--- config.mk ---
export PLATFORM = sky130hd
export DESIGN_NAME = descending_exchange_sorter
export DESIGN_NICKNAME = d
export VERILOG_FILES = /design/src/rtl/dxs_pkg.sv /design/src/rtl/dxs_ram.sv /design/src/rtl/descending_exchange_sorter.sv
export SDC_FILE = /design/constraint.sdc
export NUM_CORES = 2
export LEC_CHECK = 0
export BUFFER_PORTS_ARGS = -buffer_cell sky130_fd_sc_hd__clkbuf_2
export CORE_ASPECT_RATIO = 0.8
export CORE_UTILIZATION = 40
export DETAILED_ROUTE_END_ITERATION = 10
export HOLD_SLACK_MARGIN = 0.15
export PLACE_DENSITY_LB_ADDON = 0.08
export RECOVER_POWER = 100
export SLEW_MARGIN = 5
export SYNTH_ARGS = -nofsm -noshare
export SYNTH_HDL_FRONTEND = slang
export SYNTH_HIERARCHICAL = 1
export SYNTH_SLANG_ARGS = --single-unit
--- constraint.sdc ---
create_clock -name clock -period 9.4 [get_ports clock]
set_input_delay 0.47 -clock clock [delete_from_list [all_inputs] [get_ports clock]]
set_output_delay 0.47 -clock clock [all_outputs]
set_load 0.02 [all_outputs]
--- src/rtl/dxs_pkg.sv ---
// Shared types and constants for the descending exchange sorter.
package dxs_pkg;

   // Fixed field widths of one record.
   localparam int unsigned KEY_W = 32;
   localparam int unsigned TAG_W = 16;
   localparam int unsigned REC_W = KEY_W + TAG_W;

   // Default store capacity in records.
   localparam int unsigned MAX_RECORDS_DEF = 64;

   // Sequencer states.
   typedef enum logic [2:0] {
      S_IDLE,
      S_START,
      S_LOAD,
      S_INNER,
      S_WBACK,
      S_EMIT
   } seq_state_type;

endpackage

--- src/rtl/dxs_ram.sv ---
// Generic single-port-write, single-port-read RAM with registered read data.
module dxs_ram
   import dxs_pkg::*;
#(
   parameter int unsigned WIDTH = REC_W,
   parameter int unsigned DEPTH = MAX_RECORDS_DEF
) (
   input  logic                     clock,
   input  logic                     wr_en,
   input  logic [$clog2(DEPTH)-1:0] wr_addr,
   input  logic [WIDTH-1:0]         wr_data,
   input  logic                     rd_en,
   input  logic [$clog2(DEPTH)-1:0] rd_addr,
   output logic [WIDTH-1:0]         rd_data
);

   logic [WIDTH-1:0] mem_ff [DEPTH];
   logic [WIDTH-1:0] rd_data_ff;

   // Write port.
   always_ff @(posedge clock) begin
      if (wr_en) begin
         mem_ff[wr_addr] <= wr_data;
      end
   end

   // Registered read port; data holds while no read is issued.
   always_ff @(posedge clock) begin
      if (rd_en) begin
         rd_data_ff <= mem_ff[rd_addr];
      end
   end

   assign rd_data = rd_data_ff;

endmodule

--- src/rtl/descending_exchange_sorter.sv ---
// Top level of the descending exchange sorter: record store, sort sequencer, output.
//
// Records are taken one per cycle while busy is low, each beat written straight into the
// record store, until a beat with req_last_record set ends the set; up to MAX_RECORDS
// records are kept and any further ones are dropped and reported on rsp_overflow_flag.
// The block then raises busy and runs the exchange sort with one shared signed comparator
// and the one-write, one-read record RAM, one compare per cycle while a pass scans the
// store, set by the single RAM read port. It then emits the n stored records on consecutive
// cycles, highest key first, each beat shown for exactly one cycle with rsp_strobe high
// and the final one marked by rsp_last_out.
// The result channel has no back-pressure: the receiver must take every beat as it comes.
// A new record may be started in the same cycle as the final result beat.
module descending_exchange_sorter
   import dxs_pkg::*;
#(
   parameter int unsigned MAX_RECORDS = MAX_RECORDS_DEF
) (
   input  logic                    clock,
   input  logic                    reset,
   input  logic                    start,
   output logic                    busy,
   input  logic signed [KEY_W-1:0] req_record_key,
   input  logic        [TAG_W-1:0] req_record_tag,
   input  logic                    req_last_record,
   output logic                    rsp_strobe,
   output logic signed [KEY_W-1:0] rsp_sorted_key,
   output logic        [TAG_W-1:0] rsp_sorted_tag,
   output logic                    rsp_last_out,
   output logic                    rsp_overflow_flag
);

   localparam int unsigned AW = $clog2(MAX_RECORDS);
   localparam int unsigned CW = $clog2(MAX_RECORDS + 1);

   seq_state_type state_ff, state_in;

   logic [CW-1:0]    count_ff, count_in;
   logic             dropped_ff, dropped_in;
   logic [CW-1:0]    i_ff, i_in;
   logic [CW-1:0]    j_ff, j_in;
   logic [CW-1:0]    k_ff, k_in;
   logic [REC_W-1:0] cur_ff, cur_in;
   logic             cmp_vld_ff, cmp_vld_in;
   logic [AW-1:0]    cmp_addr_ff, cmp_addr_in;
   logic             strobe_ff, strobe_in;
   logic             last_ff, last_in;
   logic             ovf_ff, ovf_in;

   logic             ram_we;
   logic [AW-1:0]    ram_waddr;
   logic [REC_W-1:0] ram_wdata;
   logic             ram_re;
   logic [AW-1:0]    ram_raddr;
   logic [REC_W-1:0] ram_rdata;

   logic             accept;
   logic             issue_j;
   logic             more_i;
   logic             final_k;
   logic             swap;

   // Record store.
   dxs_ram #(
      .WIDTH (REC_W),
      .DEPTH (MAX_RECORDS)
   ) u_store (
      .clock   (clock),
      .wr_en   (ram_we),
      .wr_addr (ram_waddr),
      .wr_data (ram_wdata),
      .rd_en   (ram_re),
      .rd_addr (ram_raddr),
      .rd_data (ram_rdata)
   );

   // Decode of the loop conditions.
   assign accept  = start && (state_ff == S_IDLE);
   assign issue_j = (j_ff < count_ff);
   assign more_i  = ((CW+1)'(i_ff) + (CW+1)'(2)) < (CW+1)'(count_ff);
   assign final_k = (CW'(k_ff + CW'(1)) == count_ff);
   // The held record gives way when its key is lower than the one just read.
   assign swap    = $signed(cur_ff[REC_W-1 -: KEY_W]) < $signed(ram_rdata[REC_W-1 -: KEY_W]);

   // Next-state logic.
   always_comb begin
      state_in = state_ff;
      case (state_ff)
         S_IDLE: begin
            if (accept && req_last_record) begin
               state_in = S_START;
            end
         end
         S_START: begin
            state_in = (count_ff >= CW'(2)) ? S_LOAD : S_EMIT;
         end
         S_LOAD: begin
            state_in = S_INNER;
         end
         S_INNER: begin
            if (!issue_j) begin
               state_in = S_WBACK;
            end
         end
         S_WBACK: begin
            state_in = more_i ? S_LOAD : S_EMIT;
         end
         S_EMIT: begin
            if (final_k) begin
               state_in = S_IDLE;
            end
         end
         default: begin
            state_in = S_IDLE;
         end
      endcase
   end

   // Datapath and store control for each state.
   always_comb begin
      count_in    = count_ff;
      dropped_in  = dropped_ff;
      i_in        = i_ff;
      j_in        = j_ff;
      k_in        = k_ff;
      cur_in      = cur_ff;
      cmp_vld_in  = 1'b0;
      cmp_addr_in = cmp_addr_ff;
      strobe_in   = 1'b0;
      last_in     = 1'b0;
      ovf_in      = ovf_ff;
      ram_we      = 1'b0;
      ram_waddr   = '0;
      ram_wdata   = cur_ff;
      ram_re      = 1'b0;
      ram_raddr   = '0;
      case (state_ff)
         S_IDLE: begin
            // Store the incoming beat, or note that it was dropped.
            if (accept) begin
               if (count_ff < CW'(MAX_RECORDS)) begin
                  ram_we    = 1'b1;
                  ram_waddr = count_ff[AW-1:0];
                  ram_wdata = {req_record_key, req_record_tag};
                  count_in  = CW'(count_ff + CW'(1));
               end else begin
                  dropped_in = 1'b1;
               end
            end
         end
         S_START: begin
            // Fetch the first record to hold, or go straight to output.
            i_in = '0;
            k_in = '0;
            if (count_ff >= CW'(2)) begin
               ram_re    = 1'b1;
               ram_raddr = '0;
            end
         end
         S_LOAD: begin
            cur_in = ram_rdata;
            j_in   = CW'(i_ff + CW'(1));
         end
         S_INNER: begin
            // Read one later record per cycle and compare the previous read.
            if (issue_j) begin
               ram_re      = 1'b1;
               ram_raddr   = j_ff[AW-1:0];
               cmp_vld_in  = 1'b1;
               cmp_addr_in = j_ff[AW-1:0];
               j_in        = CW'(j_ff + CW'(1));
            end
            if (cmp_vld_ff && swap) begin
               ram_we    = 1'b1;
               ram_waddr = cmp_addr_ff;
               ram_wdata = cur_ff;
               cur_in    = ram_rdata;
            end
         end
         S_WBACK: begin
            // Put the winner back at its position and fetch the next one.
            ram_we    = 1'b1;
            ram_waddr = i_ff[AW-1:0];
            ram_wdata = cur_ff;
            k_in      = '0;
            if (more_i) begin
               i_in      = CW'(i_ff + CW'(1));
               ram_re    = 1'b1;
               ram_raddr = i_in[AW-1:0];
            end
         end
         S_EMIT: begin
            // Read out one sorted record per cycle.
            ram_re    = 1'b1;
            ram_raddr = k_ff[AW-1:0];
            strobe_in = 1'b1;
            last_in   = final_k;
            ovf_in    = dropped_ff;
            k_in      = CW'(k_ff + CW'(1));
            if (final_k) begin
               count_in   = '0;
               dropped_in = 1'b0;
            end
         end
         default: begin
         end
      endcase
   end

   // Control registers.
   always_ff @(posedge clock) begin
      if (reset) begin
         state_ff   <= S_IDLE;
         count_ff   <= '0;
         dropped_ff <= 1'b0;
         cmp_vld_ff <= 1'b0;
         strobe_ff  <= 1'b0;
      end else begin
         state_ff   <= state_in;
         count_ff   <= count_in;
         dropped_ff <= dropped_in;
         cmp_vld_ff <= cmp_vld_in;
         strobe_ff  <= strobe_in;
      end
   end

   // Loop counters and payload registers.
   always_ff @(posedge clock) begin
      i_ff        <= i_in;
      j_ff        <= j_in;
      k_ff        <= k_in;
      cur_ff      <= cur_in;
      cmp_addr_ff <= cmp_addr_in;
      last_ff     <= last_in;
      ovf_ff      <= ovf_in;
   end

   // Result beat: the flags are registered alongside the store's read data.
   assign busy              = (state_ff != S_IDLE);
   assign rsp_strobe        = strobe_ff;
   assign rsp_sorted_key    = $signed(ram_rdata[REC_W-1 -: KEY_W]);
   assign rsp_sorted_tag    = ram_rdata[TAG_W-1:0];
   assign rsp_last_out      = strobe_ff && last_ff;
   assign rsp_overflow_flag = strobe_ff && ovf_ff;

   // A result beat always follows an output read from the previous cycle.
   a_strobe_from_emit : assert property (@(posedge clock) disable iff (reset)
      rsp_strobe |-> $past(state_ff == S_EMIT))
      else $error("result beat without an output read");

   // The fill count never passes the store capacity.
   a_count_bound : assert property (@(posedge clock) disable iff (reset)
      count_ff <= CW'(MAX_RECORDS))
      else $error("record count exceeds capacity");

   // A store write and a read in the same cycle never target the same entry.
   a_no_rw_clash : assert property (@(posedge clock) disable iff (reset)
      (ram_we && ram_re) |-> (ram_waddr != ram_raddr))
      else $error("store read and write hit the same entry");

   // After the final beat of a set the store is empty and the block is idle.
   a_set_closed : assert property (@(posedge clock) disable iff (reset)
      rsp_last_out |-> (count_ff == '0) && !dropped_ff && (state_ff == S_IDLE || $past(start)))
      else $error("set not closed after final beat");

endmodule
==> Word-level counts from Yosys, hierarchy flattened <==
Memories as Yosys holds them, arrays and structs flattened. A register that Yosys moved wholly into a read port is not among the register bits.
Index checks and enable logic that the tools add are counted.
{ "totals": {"reg_bits": 90, "mem_bits_rw": 3072, "inputBits": 52, "elab_cells": 101, "n_memories": 1} }
{ "memory_table": {"columns": ["name", "depth", "width", "rd", "rd_ports_with_merged_regs", "write_ports", "line", "text"], "rows": [
  ["u_store.mem_ff", 64, 48, 1, 1, 1, "dxs_ram.sv:17", "logic [WIDTH-1:0] mem_ff [DEPTH];"]
]} }
{ "op_classes": {"addsub": 5, "magnitude_cmp": 5, "eq_ne": 15, "muxes": 42, "n_bitwise": 1, "reduce_logical": 20} }
{ "ops": {"columns": ["cell", "count"], "rows": [
  ["two-way mux 48 bit", 4],
  ["one-hot mux 48 bit (2 select lines)", 1],
  ["one-hot mux 7 bit (2 select lines)", 4],
  ["one-hot mux 6 bit (3 select lines)", 2],
  ["two-way mux 7 bit", 5],
  ["< comparator 32 bit", 1],
  ["two-way mux 6 bit", 5],
  ["adder 7 x 1 -> 7 bit, second input constant", 4],
  ["one-hot mux 3 bit (6 select lines)", 1],
  ["two-way mux 3 bit", 5],
  ["inequality test 2 bit, second input constant", 7],
  ["two-way mux 1 bit", 12],
  ["adder 7 x 2 -> 8 bit, second input constant", 1],
  ["< comparator 8 x 7 -> 1 bit", 1],
  ["AND reduction 2 bit", 4],
  ["AND reduction 4 bit", 2],
  ["nonzero test 2 bit", 4],
  ["== test 7 bit", 1],
  ["greater-or-equal comparator 7 x 2 -> 1 bit, second input constant", 1],
  ["< comparator 7 bit", 1],
  ["< comparator 7 bit, second input constant", 1],
  ["== test 3 x 2 -> 1 bit, second input constant", 2],
  ["== test 3 bit, second input constant", 2],
  ["logical AND 1 bit", 5],
  ["10 further kinds", 12]
]} }

==> Logic depth before layout (Yosys ltp) <==
{ "logic_depth": {"depth_word": 6, "mapped_depth": 18, "mapped_depth_nobuf": 13} }

==> Hierarchy <==
The synthesis kept the hierarchy.
{ "modules_own_cells": {"columns": ["module", "instances", "cells_per_inst", "area_each_um2", "seq_area_each_um2"], "rows": [
  ["dxs_ram", 1, 4970, 117597.8, 93689.9],
  ["descending_exchange_sorter", 1, 588, 5427.7, 2562.5]
]} }

==> Worst setup path after synthesis <==
No wires, ideal clock.
{ "synth_timing": {"path_kind": "register to register", "startpoint": "reg u_store.rd_data_ff[43], in the netlist u_store/rd_data[43], read port of u_store.mem_ff", "endpoint": "mem u_store/mem_ff[49][0] (netlist name), enable pin", "setup_time_ps": 513, "arrival_time_ps": 6456, "t_required_ps": 8887, "slack_ps": 2432, "path_stages_with_launch": 11, "path_buffers": 0, "synth_period_minus_slack_ps": 6968, "cell_sequence": "edfxtp_1 inv_1 ha_1 nand4_1 or4_4 or4_1 o21ai_1 mux2_4 o21ai_0 nand4_1 nor3_1"} }
{ "synth_between": {"elab_cells_between_ends": 8} }
{ "synth_lines": {"columns": ["item", "line", "text"], "rows": [
  ["start: declaration", "dxs_ram.sv:18", "logic [WIDTH-1:0] rd_data_ff;"],
  ["< comparator 32 bit", "descending_exchange_sorter.sv:82", "assign swap = $signed(cur_ff[REC_W-1 -: KEY_W]) < $signed(ram_rdata[REC_W-1 -: KEY_W]);"],
  ["logical AND 1 bit", "descending_exchange_sorter.sv:172", "if (cmp_vld_ff && swap) begin"],
  ["two-way mux 6 bit", "descending_exchange_sorter.sv:172", null],
  ["one-hot mux 6 bit (3 select lines)", "descending_exchange_sorter.sv:136", "case (state_ff)"],
  ["net ram_waddr[0]", "descending_exchange_sorter.sv:50", "logic [AW-1:0] ram_waddr;"],
  ["end: declaration", "dxs_ram.sv:17", null]
]} }
The timed path passes the listed nets, and every way through them passes these cells.

==> Worst setup path after layout <==
{ "layout_timing": {"startpoint": "reg u_store.rd_data_ff[47], in the netlist u_store/rd_data[47], read port of u_store.mem_ff", "endpoint": "mem u_store/mem_ff[31][35] (netlist name), enable pin"} }
Same word-level chain as after synthesis.

==> summary.txt <==
metal2 WL: 165 mm
First DRT Iteration DRCs: 6,366
Pwr per Cell Area: 288 nW/um2
critical-path cell list: inv_1, ha_1, nand4_1, or4_1, or4_1, o21ai_0, mux2_1, o21ai_0, nand4_1, nor2_1, clkbuf_2
Hold Fails Final Rpt: 0
number of synthesized flops with an enable pin: 3,196
first-pass GRT wire length: 495 mm
CTS buffer count: 324
sw frac: 30.2%
met1 wire length: 162 mm
Area Overhead vs Synth: 12.8%
#FFs+latches synth: 3,210
Max Freq: 124 MHz
leakage power: 42.1 nW
Worst EP arrival: 8.55 ns
WP buf/inv: 2
crit-path max cell delay: 1.47 ns
hold_sp: dropped_ff$_SDFFE_PP0P_
Layout fillers: 25,500
number of remaining DRC errors: 0
Netlist cell types: 59
Psw: 12.1 mW
DRT antenna net count: 0
HPWL Detailed: 209 mm
Port Buffers: 103
Final #Nets: 5,980
Internal Pwr Total: 27.9 mW
initial antenna violation count: 11
synthesized netlist cell count: 5,558
Die Y: 498 um
total number of cells along the worst setup path: 11
Die Wd: 622 um
Top Metal Used: met5
hold path depth: 0
# IOs: 104
area of the core: 305,000 um2
routed vias: 60,000
Avg Cell Area, Syn: 22.1 um2
clock slew seen by the registers of the worst setup and hold paths: 0.06 ns
worst reg2reg path depth: 11
sequential power share: 46.6%
peak fanout along the critical path: 34
GP Congestion: 0.796
final setup violation count: 0
total congestion overflow: 0
CTS tree: built
Logic pwr share: 22.4%
unrepaired setup endpoints after global routing: false
Post-Route WL: 356 mm
Crit path max-delay family: simple AND/OR/NAND/NOR gates
initial core utilization: 40.3%
max-cap violation count: 111
setup TNS: 0 ns
yosys warns: 6
final slew viol count: 5,237
clock network latency to the later pin of the worst-skew pair: 0.89 ns
Met3 Wirelength: 19.7 mm
number of hold buffers added after cts: 4
Setup CP Type: reg2reg
min Tclk post-route: 8.07 ns
clk_skew: 0.0459 ns
Root Driver: clkbuf_16
worst rel slew slack: -202%
Post-Place Setup Slack: 2.46 ns
Slowest cell on crit path: nor2_1
Hold Path End: ovf_ff$_DFFE_PP_
Cell Rows: 181
clock network fraction of total power: 31.0%
capturing point of the worst reg2reg path: u_store/mem_ff[31][35]$_DFFE_PP_
via-per-instance ratio: 5.91
largest net degree at the start of global routing: 88
R2R setup slack: 1.33 ns
vias in the first global route: 59,700
DR pass1 iterations: 6
maximum VDD drop: 0.000216 V
Critical Path End Type: flip-flop
Worst Path Required: 9.88 ns
Tot GR Track Use: 22.8%
startpoint types: flip-flop
post-layout power: 40.0 mW
total setup buffers inserted after CTS: 0
asr flop ratio synth: 0%
wire per inst: 35.1 um
Reg2Reg Launch Point: u_store/rd_data[47]$_DFFE_PP_
Net Count, Synth: 5,658
final period utilization: 85.9%
clk buf depth: 4
layout cells sized above 1: 24.3%
post-CTS sizing: 0
Post-synth top flop: edfxtp_1
Die Area: 310,000 um2
Hold Path Class: reg2reg
status: finished with violations
setup ws final: 1.33 ns
violated checks: max-capacitance violations, max-slew violations
CTS Sinks: 3,210
Slew @ Worst Pin: 4.53 ns
sequential area share after synthesis: 78.2%
post-synthesis cell area: 123,000 um2
H-tree depth: 5
layout by cell type (no fill, tap or decap), types with 84 or more instances in the layout:
cell,n
a21oi_1,100
clkbuf_1,166
nor2_1,124
nand2_1,205
clkbuf_2,89
mux4_2,754
clkbuf_16,333
buf_4,85
edfxtp_1,3196
o22ai_1,123
a221oi_1,85
a22oi_1,84
layer usage:
layer | global-route usage, % | vias up
met5 | 0 | -
met4 | 5.62 | 4
met3 | 2.65 | 436
met2 | 35.2 | 2014
met1 | 34.6 | 33300
li1 | - | 24300
synthesized netlist by cell type, types with 26 or more instances:
master    count  area [um2]
ha_1         48         601
o221ai_1     28         245
o22ai_1     123         769
nor2b_1      26         163
nand3_1      26         130
nand2_1     225         845
mux2i_1      66         661
nor2_1      165         619
a211oi_1     36         270
edfxtp_1   3196       96000
buf_2        99         495
buf_4        64         480
a221oi_1     85         744
a21oi_1     100         500
a22o_1       57         499
clkbuf_1    113         424
mux4_2      754       17000
a22oi_1      84         631
inv_1        50         188
flip-flops by register name (all words and copies together) (netlist names):
name,cells
ovf_ff,1
u_store/rd_data,48
dropped_ff,1
k_ff,7
rsp_strobe,1
last_ff,1
count_ff,7
cmp_addr_ff,6
u_store/mem_ff,3072
i_ff,7
state_ff,3
j_ff,7
cmp_vld_ff,1
cur_ff,48
kinds of logic after synthesis:
logic type	synth area share, %
AO/OA/AOI/OAI	3.30
adder cells (fa/ha/maj)	0.488
XOR/XNOR	0.229
buffers and inverters	1.46
flip-flops	78.2
AND/OR/NAND/NOR	1.82
multiplexers	14.5
stage by stage:
stage / hold WS, ns / area, um2 / util [%] / instances
after global placement: 0.417 / 130000 / 42.5 / 9576
after global routing: 0.435 / 139000 / 45.5 / 10200
final: 0.425 / 139000 / 45.5 / 10200
after CTS: 0.210 / 140000 / 45.8 / 10100
after floorplan: 0.402 / 123000 / - / 5558
after detailed placement: 0.417 / 130000 / 42.5 / 9576
final cells by class:
cell class	count	area (um2)	share of cell area, %
well taps	4026	5040	3.63
repair buffers	299	2000	1.44
multi-input cells	1994	25400	18.3
flip-flops and latches	3210	96300	69.3
clock buffers	406	8610	6.20
inverters	51	191	0.138
diodes	11	27.5	0.0198
clock inverters	163	1280	0.920
power by group through the flow:
stage / Sequential, mW / Clock [mW] / Combinational (mW)
after floorplan: 18.6 / 0 / 4.92
after global placement: 18.6 / 0 / 9.26
after detailed placement: 18.6 / 0 / 9.30
after CTS: 18.3 / 12.6 / 9.32
after global routing: 18.7 / 13.2 / 9.47
final: 18.6 / 12.4 / 8.94
how the worst max path moves through the flow:
stage | from | endpoint | slack (ns)
after global routing | u_store/rd_data[35]$_DFFE_PP_ | u_store/mem_ff[31][35]$_DFFE_PP_ | 1.13
after floorplan | u_store/rd_data[43]$_DFFE_PP_ | u_store/mem_ff[49][0]$_DFFE_PP_ | 2.43
after global placement | i_ff[2]$_SDFFCE_PN0P_ | u_store/rd_data[43]$_DFFE_PP_ | 2.45
final | u_store/rd_data[47]$_DFFE_PP_ | u_store/mem_ff[31][35]$_DFFE_PP_ | 1.33
after CTS | u_store/rd_data[35]$_DFFE_PP_ | u_store/mem_ff[47][40]$_DFFE_PP_ | 2.44
after detailed placement | i_ff[1]$_SDFFCE_PN0P_ | u_store/rd_data[43]$_DFFE_PP_ | 2.46
No activity file was read; power rests on OpenSTA's default activity.
